--- config.mk ---
export PLATFORM = sky130hd
export DESIGN_NAME = bb3_ctrl
export DESIGN_NICKNAME = d
export VERILOG_FILES = /design/src/rtl/core/bb3_pkg.sv /design/src/rtl/core/bb3_ctrl.sv
export SDC_FILE = /design/constraint.sdc
export NUM_CORES = 1
export LEC_CHECK = 0
export ABC_AREA = 1
export BUFFER_PORTS_ARGS = -buffer_cell sky130_fd_sc_hd__buf_2
export CAP_MARGIN = 10
export CORE_MARGIN = 1.5
export CORE_UTILIZATION = 48
export DETAILED_ROUTE_END_ITERATION = 7
export PLACE_DENSITY = 0.75
export SLEW_MARGIN = 20
export SYNTH_ARGS = -nofsm -noshare
export SYNTH_HDL_FRONTEND = slang
export SYNTH_SLANG_ARGS = --single-unit
--- constraint.sdc ---
create_clock -name aclk -period 1.5 [get_ports aclk]
set_input_delay 0.15 -clock aclk [delete_from_list [all_inputs] [get_ports aclk]]
set_output_delay 0.15 -clock aclk [all_outputs]
set_load 0.01 [all_outputs]
--- src/rtl/core/bb3_pkg.sv ---
`timescale 1ns / 1ps

package bb3_pkg;

    localparam int MAX_WIDTH  = 1024;
    localparam int MAX_HEIGHT = 1024;

    localparam int DIM_W   = 11;                  // frame size registers
    localparam int COL_W   = $clog2(MAX_WIDTH);   // column inside a row
    localparam int ADDR_W  = COL_W + 2;           // four rows in the line store
    localparam int MEM_DEPTH = 4 * (1 << COL_W);
    localparam int PIX_W   = 24;
    localparam int SUM_W   = 12;                  // 9 * 255
    localparam int CNT_W   = 4;                   // up to 9 neighbors
    localparam int NUM_W   = 13;                  // 2 * sum + count
    localparam int DEN_W   = 5;                   // 2 * count
    localparam int QUO_W   = 8;
    localparam int TAP_W   = 4;
    localparam int BIT_W   = 3;
    localparam int LAST_TAP = 8;

    localparam logic [DIM_W-1:0] MAX_W_DIM = DIM_W'(MAX_WIDTH);
    localparam logic [DIM_W-1:0] MAX_H_DIM = DIM_W'(MAX_HEIGHT);
    localparam logic [DIM_W-1:0] RESET_WIDTH  = DIM_W'(640);
    localparam logic [DIM_W-1:0] RESET_HEIGHT = DIM_W'(480);

    typedef enum logic {
        REG_FRAME_WIDTH  = 1'b0,
        REG_FRAME_HEIGHT = 1'b1
    } bb3_reg_t;

    typedef struct packed {
        logic       action;
        logic [7:0] red_in;
        logic [7:0] green_in;
        logic [7:0] blue_in;
    } bb3_in_t;

    typedef struct packed {
        logic [7:0] red_out;
        logic [7:0] green_out;
        logic [7:0] blue_out;
        logic       frame_end;
    } bb3_out_t;

    typedef struct packed {
        logic             accept;
        logic             eval;
        logic             tap_rd;
        logic [TAP_W-1:0] tap;
        logic             div_init;
        logic             div_step;
        logic [BIT_W-1:0] div_bit;
        logic             out_load;
    } bb3_cmd_t;

    typedef struct packed {
        logic need_blur;
        logic out_free;
    } bb3_status_t;

    function automatic logic [DIM_W-1:0] clamp_dim(input logic [DIM_W-1:0] v,
                                                   input logic [DIM_W-1:0] lim);
        if (v == '0) return DIM_W'(1);
        if (v > lim) return lim;
        return v;
    endfunction

    // window row (0 = above, 1 = center, 2 = below) of tap k
    function automatic logic [1:0] tap_row(input logic [TAP_W-1:0] k);
        logic [1:0] r;
        case (k)
            4'd0, 4'd1, 4'd2: r = 2'd0;
            4'd3, 4'd4, 4'd5: r = 2'd1;
            default:          r = 2'd2;
        endcase
        return r;
    endfunction

    function automatic logic [1:0] tap_col(input logic [TAP_W-1:0] k);
        logic [1:0] c;
        case (k)
            4'd0, 4'd3, 4'd6: c = 2'd0;
            4'd1, 4'd4, 4'd7: c = 2'd1;
            default:          c = 2'd2;
        endcase
        return c;
    endfunction

endpackage

--- src/rtl/core/bb3_ctrl.sv ---
`timescale 1ns / 1ps

module bb3_ctrl import bb3_pkg::*; (
    input  logic        aclk,
    input  logic        aresetn,
    input  logic        s_valid,
    output logic        s_ready,
    input  bb3_status_t status,
    output bb3_cmd_t    cmd
);

    typedef enum logic [2:0] {
        ST_IDLE,
        ST_EVAL,
        ST_TAP,
        ST_ACC,
        ST_DINIT,
        ST_DIV,
        ST_OUT
    } state_t;

    state_t           state_reg;
    logic [TAP_W-1:0] tap_reg;
    logic [BIT_W-1:0] bit_reg;

    always_ff @(posedge aclk) begin
        if (!aresetn) begin
            state_reg <= ST_IDLE;
            tap_reg   <= '0;
            bit_reg   <= '0;
        end else begin
            case (state_reg)
                ST_IDLE: begin
                    if (s_valid) state_reg <= ST_EVAL;
                end
                ST_EVAL: begin
                    tap_reg   <= '0;
                    state_reg <= status.need_blur ? ST_TAP : ST_IDLE;
                end
                ST_TAP: begin
                    tap_reg <= tap_reg + TAP_W'(1);
                    if (tap_reg == TAP_W'(LAST_TAP)) state_reg <= ST_ACC;
                end
                ST_ACC: begin
                    state_reg <= ST_DINIT;
                end
                ST_DINIT: begin
                    bit_reg   <= '1;
                    state_reg <= ST_DIV;
                end
                ST_DIV: begin
                    bit_reg <= bit_reg - BIT_W'(1);
                    if (bit_reg == '0) state_reg <= ST_OUT;
                end
                ST_OUT: begin
                    if (status.out_free) state_reg <= ST_IDLE;
                end
                default: state_reg <= ST_IDLE;
            endcase
        end
    end

    assign s_ready = (state_reg == ST_IDLE);

    always_comb begin
        cmd          = '0;
        cmd.accept   = s_valid && (state_reg == ST_IDLE);
        cmd.eval     = (state_reg == ST_EVAL);
        cmd.tap_rd   = (state_reg == ST_TAP);
        cmd.tap      = tap_reg;
        cmd.div_init = (state_reg == ST_DINIT);
        cmd.div_step = (state_reg == ST_DIV);
        cmd.div_bit  = bit_reg;
        cmd.out_load = (state_reg == ST_OUT) && status.out_free;
    end

endmodule

# Yosys cells after proc, flatten, opt, wreduce, memory -nomap -nowiden
# Index checks and enable logic that the tools add are counted.
[totals]
register_bits = 10
latch_bits = 0
ram_bits = 0
romBits = 0
output_inout_bits = 14
elab_cells = 31
memories = 0
[op_classes]
add_sub_neg = 2
n_mul = 0
div_mod_pow = 0
n_lt_le_gt_ge = 0
n_eq_ne = 11
n_shift = 0
muxes = 8
bitwise = 0
n_reduce_logical = 7
[op_table]
columns = ["cell", "count"]
rows = [
  ["$pmux W3 S7", 1],
  ["$mux W3", 4],
  ["$eq A3 B3 Y1 const B", 3],
  ["$pmux W4 S2", 1],
  ["$eq A3 B2 Y1 const B", 2],
  ["$logic_not A3 Y1", 2],
  ["$pmux W3 S2", 1],
  ["$add A4 B1 Y4 const B", 1],
  ["$eq A4 B4 Y1 const B", 1],
  ["$ne A2 B1 Y1 const B", 2],
  ["$ne A2 B2 Y1 const B", 2],
  ["$reduce_and A4 Y1", 1],
  ["$reduce_bool A2 Y1", 2],
  ["$eq A3 B1 Y1 const B", 1],
  ["$sub A3 B1 Y3 const B", 1],
  ["$logic_and A1 B1 Y1", 2],
  ["$mux W2", 1],
]

# Logic depth before layout (Yosys ltp)
# Gate-level depths: netlist of run 1.
[depth]
word_depth = 3
ltp_mapped = 10
depth_no_buf = 10

# Worst setup path before layout of run 1
# OpenSTA, ideal clock, no wires.
[synth_timing]
kind = "flip-flop to flip-flop"
from = "register bit_reg[0]"
to = "register state_reg[1]"
setup_time_ns = 0.113
arrival_ns = 1.177
required_ns = 1.387
slack_ns = 0.210
path_stages_with_launch = 10
period_less_slack_ns = 1.290
cell_sequence = "dfxtp_1 inv_1 ha_1 ha_1 inv_1 nand3_1 nand2_2 nor2_2 nor2_1 nor2_1"
[synth_via]
elab_chain_len = 3
[synth_rtl]
columns = ["element", "line", "source"]
rows = [
  ["start, declared", "bb3_ctrl.sv:24", "logic [BIT_W-1:0] bit_reg;"],
  ["start signal, assigned", "bb3_ctrl.sv:52", "bit_reg <= bit_reg - BIT_W'(1);"],
  ["$logic_not A3 Y1", "bb3_ctrl.sv:53", "if (bit_reg == '0) state_reg <= ST_OUT;"],
  ["$ne A2 B1 Y1 (no line)", "--", ""],
  ["$reduce_and A4 Y1 (no line)", "--", ""],
  ["end signal, assigned", "bb3_ctrl.sv:38", "state_reg <= status.need_blur ? ST_TAP : ST_IDLE;"],
  ["end, declared", "bb3_ctrl.sv:22", "state_t state_reg;"],
]
# No other way between the ends.
# A chain may end at the register's enable or synchronous reset.

==> results.py, run 1 <==
metrics = {
    "worst_setup_path": {
        "worstReg2RegStart": "bit_reg[0]",
        "cpPeakStageDelay_ns": 0.43,
        "arrival_ns": 1.23,
        "crit_path_start": "state_reg[0]",
        "cp_slowest_cell": "dfxtp_1",
        "cp.required_ns": 1.35,
        "cp-end-kind": "primary output",
        "critPathKind": "flop to primary output",
        "cp_cell_sequence": "inv_2 > nor2_2 > nand2_1 > inv_1 > buf_2",
        "start_kind": "flop",
        "critical_path.top_delay_family": "flip-flops",
        "critPathBufInv": 3,
        "crit_fanout": 7,
    },
    "sta": {
        "hold_viol": 0,
        "fmax_mhz": 726,
        "rsz0062_at_grt": "false",
        "slew_headroom_pct": 80.2,
        "slew_violations": 0,
        "worst_pin_slew_ns": 0.296,
        "finalCritPeriodShare_pct": 91.8,
        "min_period_ns": 1.38,
        "setup_violations": 0,
        "setup_tns_ns": 0,
        "finClkSkew_ns": 0.00306,
    },
    "placement": {
        "numPortBuffers": 18,
        "dpl.hpwl_mm": 1.05,
        "place_congestion": 0.777,
    },
    "synth": {
        "synthArstFlopShare_pct": 0,
        "yosys.area.top_type_share_pct": 31.2,
        "synth-seq-cells": 10,
        "syn_area_um2": 642,
        "yosysSeqAreaShare_pct": 31.2,
        "synth-edff-count": 0,
        "synth_cell_type_count": 20,
        "synth_ff_type": "dfxtp_1",
        "syn-num-nets": 106,
        "syn_inst": 97,
        "avgSynthCellArea_um2": 6.62,
        "synth-warning-count": 0,
        "synth_area_leader_cell": "dfxtp_1",
        "synthTopCellsByArea": "dfxtp_1 31%, inv_1 9.9%, nor2_1 9.4%",
    },
    "detailed_routing": {
        "drtIter0Drc": 17,
        "top_layer_used": "met3",
        "postRouteAntennaNets": 0,
        "route.met2.wl_um": 566,
        "drt-pass1-iter-count": 4,
        "wl_met1_um": 615,
        "wire_per_inst_um": 9.58,
        "wl_mm": 1.26,
        "num_vias": 622,
        "route.detailed.drc": 0,
        "route.met3.wl_um": 73,
        "viasPerCell": 4.75,
    },
    "global_routing": {
        "grt_overflow": 0,
        "grt_max_degree": 9,
        "grt_first_pass_wirelength_mm": 2.13,
        "track_usage_pct": 21.0,
        "grt_pass1_vias": 532,
        "antenna_found_initial": 0,
    },
    "layout": {
        "diodes": 0,
        "drive_gt1_share_pct": 28.2,
        "largest_reg_flops": 4,
        "fin_nets": 128,
        "area_growth_pct": 18.7,
    },
    "cts": {
        "h-tree-depth": 1,
        "clockBufferDepth": 2,
        "cts_made_buffers": 3,
        "cts_setup_buffers": 0,
        "clock_latency_ns": 0.26,
        "cts_sinks": 10,
        "clockRootBuffer": "clkbuf_4",
        "cts.reportedPaths.clkPinSlew_ns": 0.06,
        "cts_tree": "built",
    },
    "floorplanning": {
        "initial_core_util_pct": 54.8,
        "die_area_um2": 1570,
        "num_rows": 12,
        "io_pins": 19,
        "die_x_um": 39.6,
        "die_h_um": 39.6,
        "coreArea_um2": 1170,
    },
    "worst_hold_path": {
        "hold_start": "aresetn",
        "holdCritPathClass": "primary input to flop",
    },
    "power_and_ir_drop": {
        "sw_frac_of_total_pct": 46.7,
        "p_sw_uw": 635,
        "power_leakage_nw": 0.413,
        "powerDensity_nw_per_um2": 1790,
        "internal-power_uw": 725,
        "power_mw": 1.36,
        "seq_power_share_pct": 32.3,
        "p_clk_share_pct": 12.9,
        "peakVddDrop_mv": 0.992,
        "comb_power_share_pct": 54.8,
    },
    "outcome": {
        "run_status": "finished, final reports clean",
    },
    "run": {
        "maxCapViolCount": 0,
    },
}
[cell usage after synthesis, drive strengths merged (2+ instances only)]
cell type,count
ha,4
nand3,9
nor3b,2
nand2,16
o21ai,3
nor2,19
buf,2
a21oi,9
inv,18
dfxtp,10
[final timing paths]
check	endpoint	slack, ns	depth (start not counted)
max	cmd[11]	0.12	5
min	state_reg[2]	0.18	3
max reg2reg	state_reg[2]	0.19	10
min reg2reg	bit_reg[0]	0.48	1
[per-layer routing]
layer  vias up  global-route usage, %
li1        346                      -
met1       261                   24.7
met2        15                   33.6
met3         0                   10.2
met4         0                   5.17
met5         -                      0
[worst register-to-register path, stage by stage, from the launching register on]
cell and delay, ns:
dfxtp_1 0.36, inv_1 0.05, ha_1 0.19, ha_1 0.20, inv_1 0.06, nand3_1 0.08, nand2_2 0.09, nor2_2 0.05
nand2_1 0.05, nand2_1 0.04, nor2_1 0.07
[kinds of logic (layout without fill, tap and decap cells)]
family / count (synthesis) / in the layout / synth area share (%)
simple gates: 48 / 48 / 35.1
buf+inv: 21 / 41 / 14.2
compound gates: 14 / 14 / 11.7
flops: 10 / 10 / 31.2
fa+ha+maj: 4 / 4 / 7.80
[power groups by stage]
stage | Sequential, mW | Combinational, mW | Clock (mW)
after global placement | 0.443 | 0.734 | 0
after CTS | 0.437 | 0.759 | 0.184
after floorplan | 0.407 | 0.599 | 0
final | 0.440 | 0.745 | 0.176
after global routing | 0.455 | 0.863 | 0.198
after detailed placement | 0.443 | 0.757 | 0
[per-stage QoR]
stage          setup WS [ns]  std cells  area [µm²]  util [%]  hold WS (ns)
2_1_floorplan          0.210         97         642         -         0.270
3_3_place_gp           0.245        128         738      63.0         0.451
3_5_place_dp           0.188        128         738      63.0         0.454
4_1_cts                0.111        131         761      65.0         0.172
5_1_grt               0.0127        131         762      65.1         0.181
6_report               0.122        131         762      65.1         0.177
[placed cells by master, fill, tap and decap left out, types with 2 or more instances in the layout]
master and instances:
a21oi_1 9, buf_2 18, clkbuf_4 3, dfxtp_1 9, ha_1 4, inv_1 17
nand2_1 12, nand2_2 4, nand3_1 9, nor2_1 16, nor2_2 2, nor3b_1 2
o21ai_0 3
[cell type report]
| cell class | count | area, µm² |
|---|---|---|
| Tap cell | 14 | 17.5 |
| Sequential cell | 10 | 201 |
| Inverter | 19 | 72.6 |
| Multi-Input combinational cell | 66 | 350 |
| Fill cell | 129 | 409 |
| Clock buffer | 3 | 22.5 |
| Timing Repair Buffer | 19 | 97.6 |
[repair_timing]
action,in CTS,in global routing
endpoints found under the setup margin,0,1
gates resized for setup,0,1
hold buffers,0,0
Power figures use the tool's default switching activity.
==> inputs of run 2 (changes only) <==
Settings changed: CORE_UTILIZATION 48 to 30, PLACE_DENSITY 0.75 to 0.61.
==> results.py, run 2 (synthesis results as in run 1) <==
metrics = {
    "global_routing": {
        "grt_first_pass_wirelength_mm": 2.28,
        "track_usage_pct": 12.4,
        "antenna_found_initial": 0,
        "grt_max_degree": 9,
        "grt_pass1_vias": 560,
        "grt_overflow": 0,
    },
    "worst_hold_path": {
        "holdCritPathClass": "primary input to flop",
    },
    "worst_setup_path": {
        "cp.required_ns": 1.35,
        "arrival_ns": 1.19,
        "start_kind": "flop",
        "cp-end-kind": "primary output",
        "crit_fanout": 7,
        "critPathKind": "flop to primary output",
    },
    "placement": {
        "dpl.hpwl_um": 994,
        "place_congestion": 0.710,
        "placed_area_um2": 754,
        "numPortBuffers": 18,
    },
    "power_and_ir_drop": {
        "peakVddDrop_mv": 0.977,
        "powerDensity_nw_per_um2": 1810,
        "power_leakage_nw": 0.420,
    },
    "floorplanning": {
        "die_h_um": 49.3,
        "initial_core_util_pct": 32.4,
        "die_x_um": 49.3,
        "coreArea_um2": 1980,
        "die_area_um2": 2430,
        "num_rows": 16,
        "io_pins": 19,
    },
    "layout": {
        "largest_reg_flops": 4,
        "final_util_pct": 40.1,
        "area_growth_pct": 23.8,
        "drive_gt1_share_pct": 30.5,
        "final_common_cell": "buf_2",
        "design_area_um2": 795,
        "mostFrequentLayoutCells": "18 x buf_2, 17 x inv_1, 16 x nor2_1",
        "fin_nets": 128,
        "diodes": 0,
    },
    "detailed_routing": {
        "drt-pass1-iter-count": 3,
        "route.met3.wl_um": 62,
        "num_vias": 631,
        "postRouteAntennaNets": 0,
        "drtIter0Drc": 8,
        "top_layer_used": "met4",
        "wire_per_inst_um": 8.77,
        "wl_mm": 1.27,
        "route.detailed.drc": 0,
        "route.met2.wl_um": 557,
        "wl_met1_um": 620,
        "viasPerCell": 4.35,
    },
    "cts": {
        "clock_latency_ns": 0.27,
        "cts_tree": "built",
        "cts_sinks": 10,
        "clockRootBuffer": "clkbuf_4",
        "h-tree-depth": 1,
        "clockBufferDepth": 2,
        "cts.reportedPaths.clkPinSlew_ns": 0.07,
        "cts_made_buffers": 3,
    },
    "run": {
        "maxCapViolCount": 0,
    },
    "sta": {
        "setup_tns_ns": 0,
        "setup_violations": 0,
        "slew_violations": 0,
        "worst_pin_slew_ns": 0.260,
        "slew_headroom_pct": 82.6,
        "rsz0062_at_grt": "false",
        "hold_viol": 0,
        "min_period_ns": 1.34,
        "fmax_mhz": 746,
        "finClkSkew_ns": 0.000594,
        "finalCritPeriodShare_pct": 89.3,
    },
    "outcome": {
        "run_status": "finished, final reports clean",
    },
}
-- run 2: cell types whose count changed in the layout (fill, tap and decap cells not counted), sizes merged --
cell,before,now
clkbuf,3,4
-- run 2: final timing paths --
| path | start | depth (start not counted) | slack (ns) | end |
|---|---|---|---|---|
| setup / recovery | state_reg[0] | 5 | 0.16 | cmd[11] |
| hold reg to reg | bit_reg[0] | 1 | 0.47 | bit_reg[0] |
| setup reg to reg | bit_reg[0] | 10 | 0.20 | state_reg[1] |
| hold / removal | aresetn | 3 | 0.16 | state_reg[2] |
-- run 2: routing by layer --
metal,up-vias,track usage (%)
met5,-,0
met4,0,7.14
met3,5,3.99
met2,11,19.6
met1,271,14.6
li1,344,-
-- run 2: worst max-delay path, cell delays in order, from the launching register on --
cell and delay (ns):
dfxtp_2 0.39, inv_2 0.07, nor2_2 0.13, nand2_1 0.14, inv_1 0.07, buf_2 0.12
-- run 2: final cells by class --
class                   instances  area, µm²
well taps                      27       33.8
flip-flops and latches         10        204
clock buffers                   4       36.3
repair buffers                 19       97.6
inverters                      19       72.6
multi-input cells              66        350
fillers                       226       1190
-- run 2: repair_timing --
action,in CTS,in global routing
endpoints found under the hold margin,0,0
hold buffers,0,0
gates resized for setup,0,3
buffers inserted,0,0
endpoints found under the setup margin,0,2
-- run 2: where the power goes --
group / total (mW) / switching [mW] / internal, mW
Sequential: 0.450 / 0.103 / 0.347
Combinational: 0.735 / 0.446 / 0.289
Clock: 0.251 / 0.103 / 0.148
-- run 2: through the flow --
| stage | cells | setup slack [ns] | hold WS, ns | power, mW |
|---|---|---|---|---|
| after floorplan | 97 | 0.210 | 0.270 | 1.01 |
| after global placement | 141 | 0.240 | 0.449 | 1.18 |
| after detailed placement | 141 | 0.193 | 0.456 | 1.19 |
| after CTS | 145 | 0.0659 | 0.161 | 1.44 |
| after global routing | 145 | 0.0359 | 0.177 | 1.58 |
| final | 145 | 0.160 | 0.162 | 1.44 |
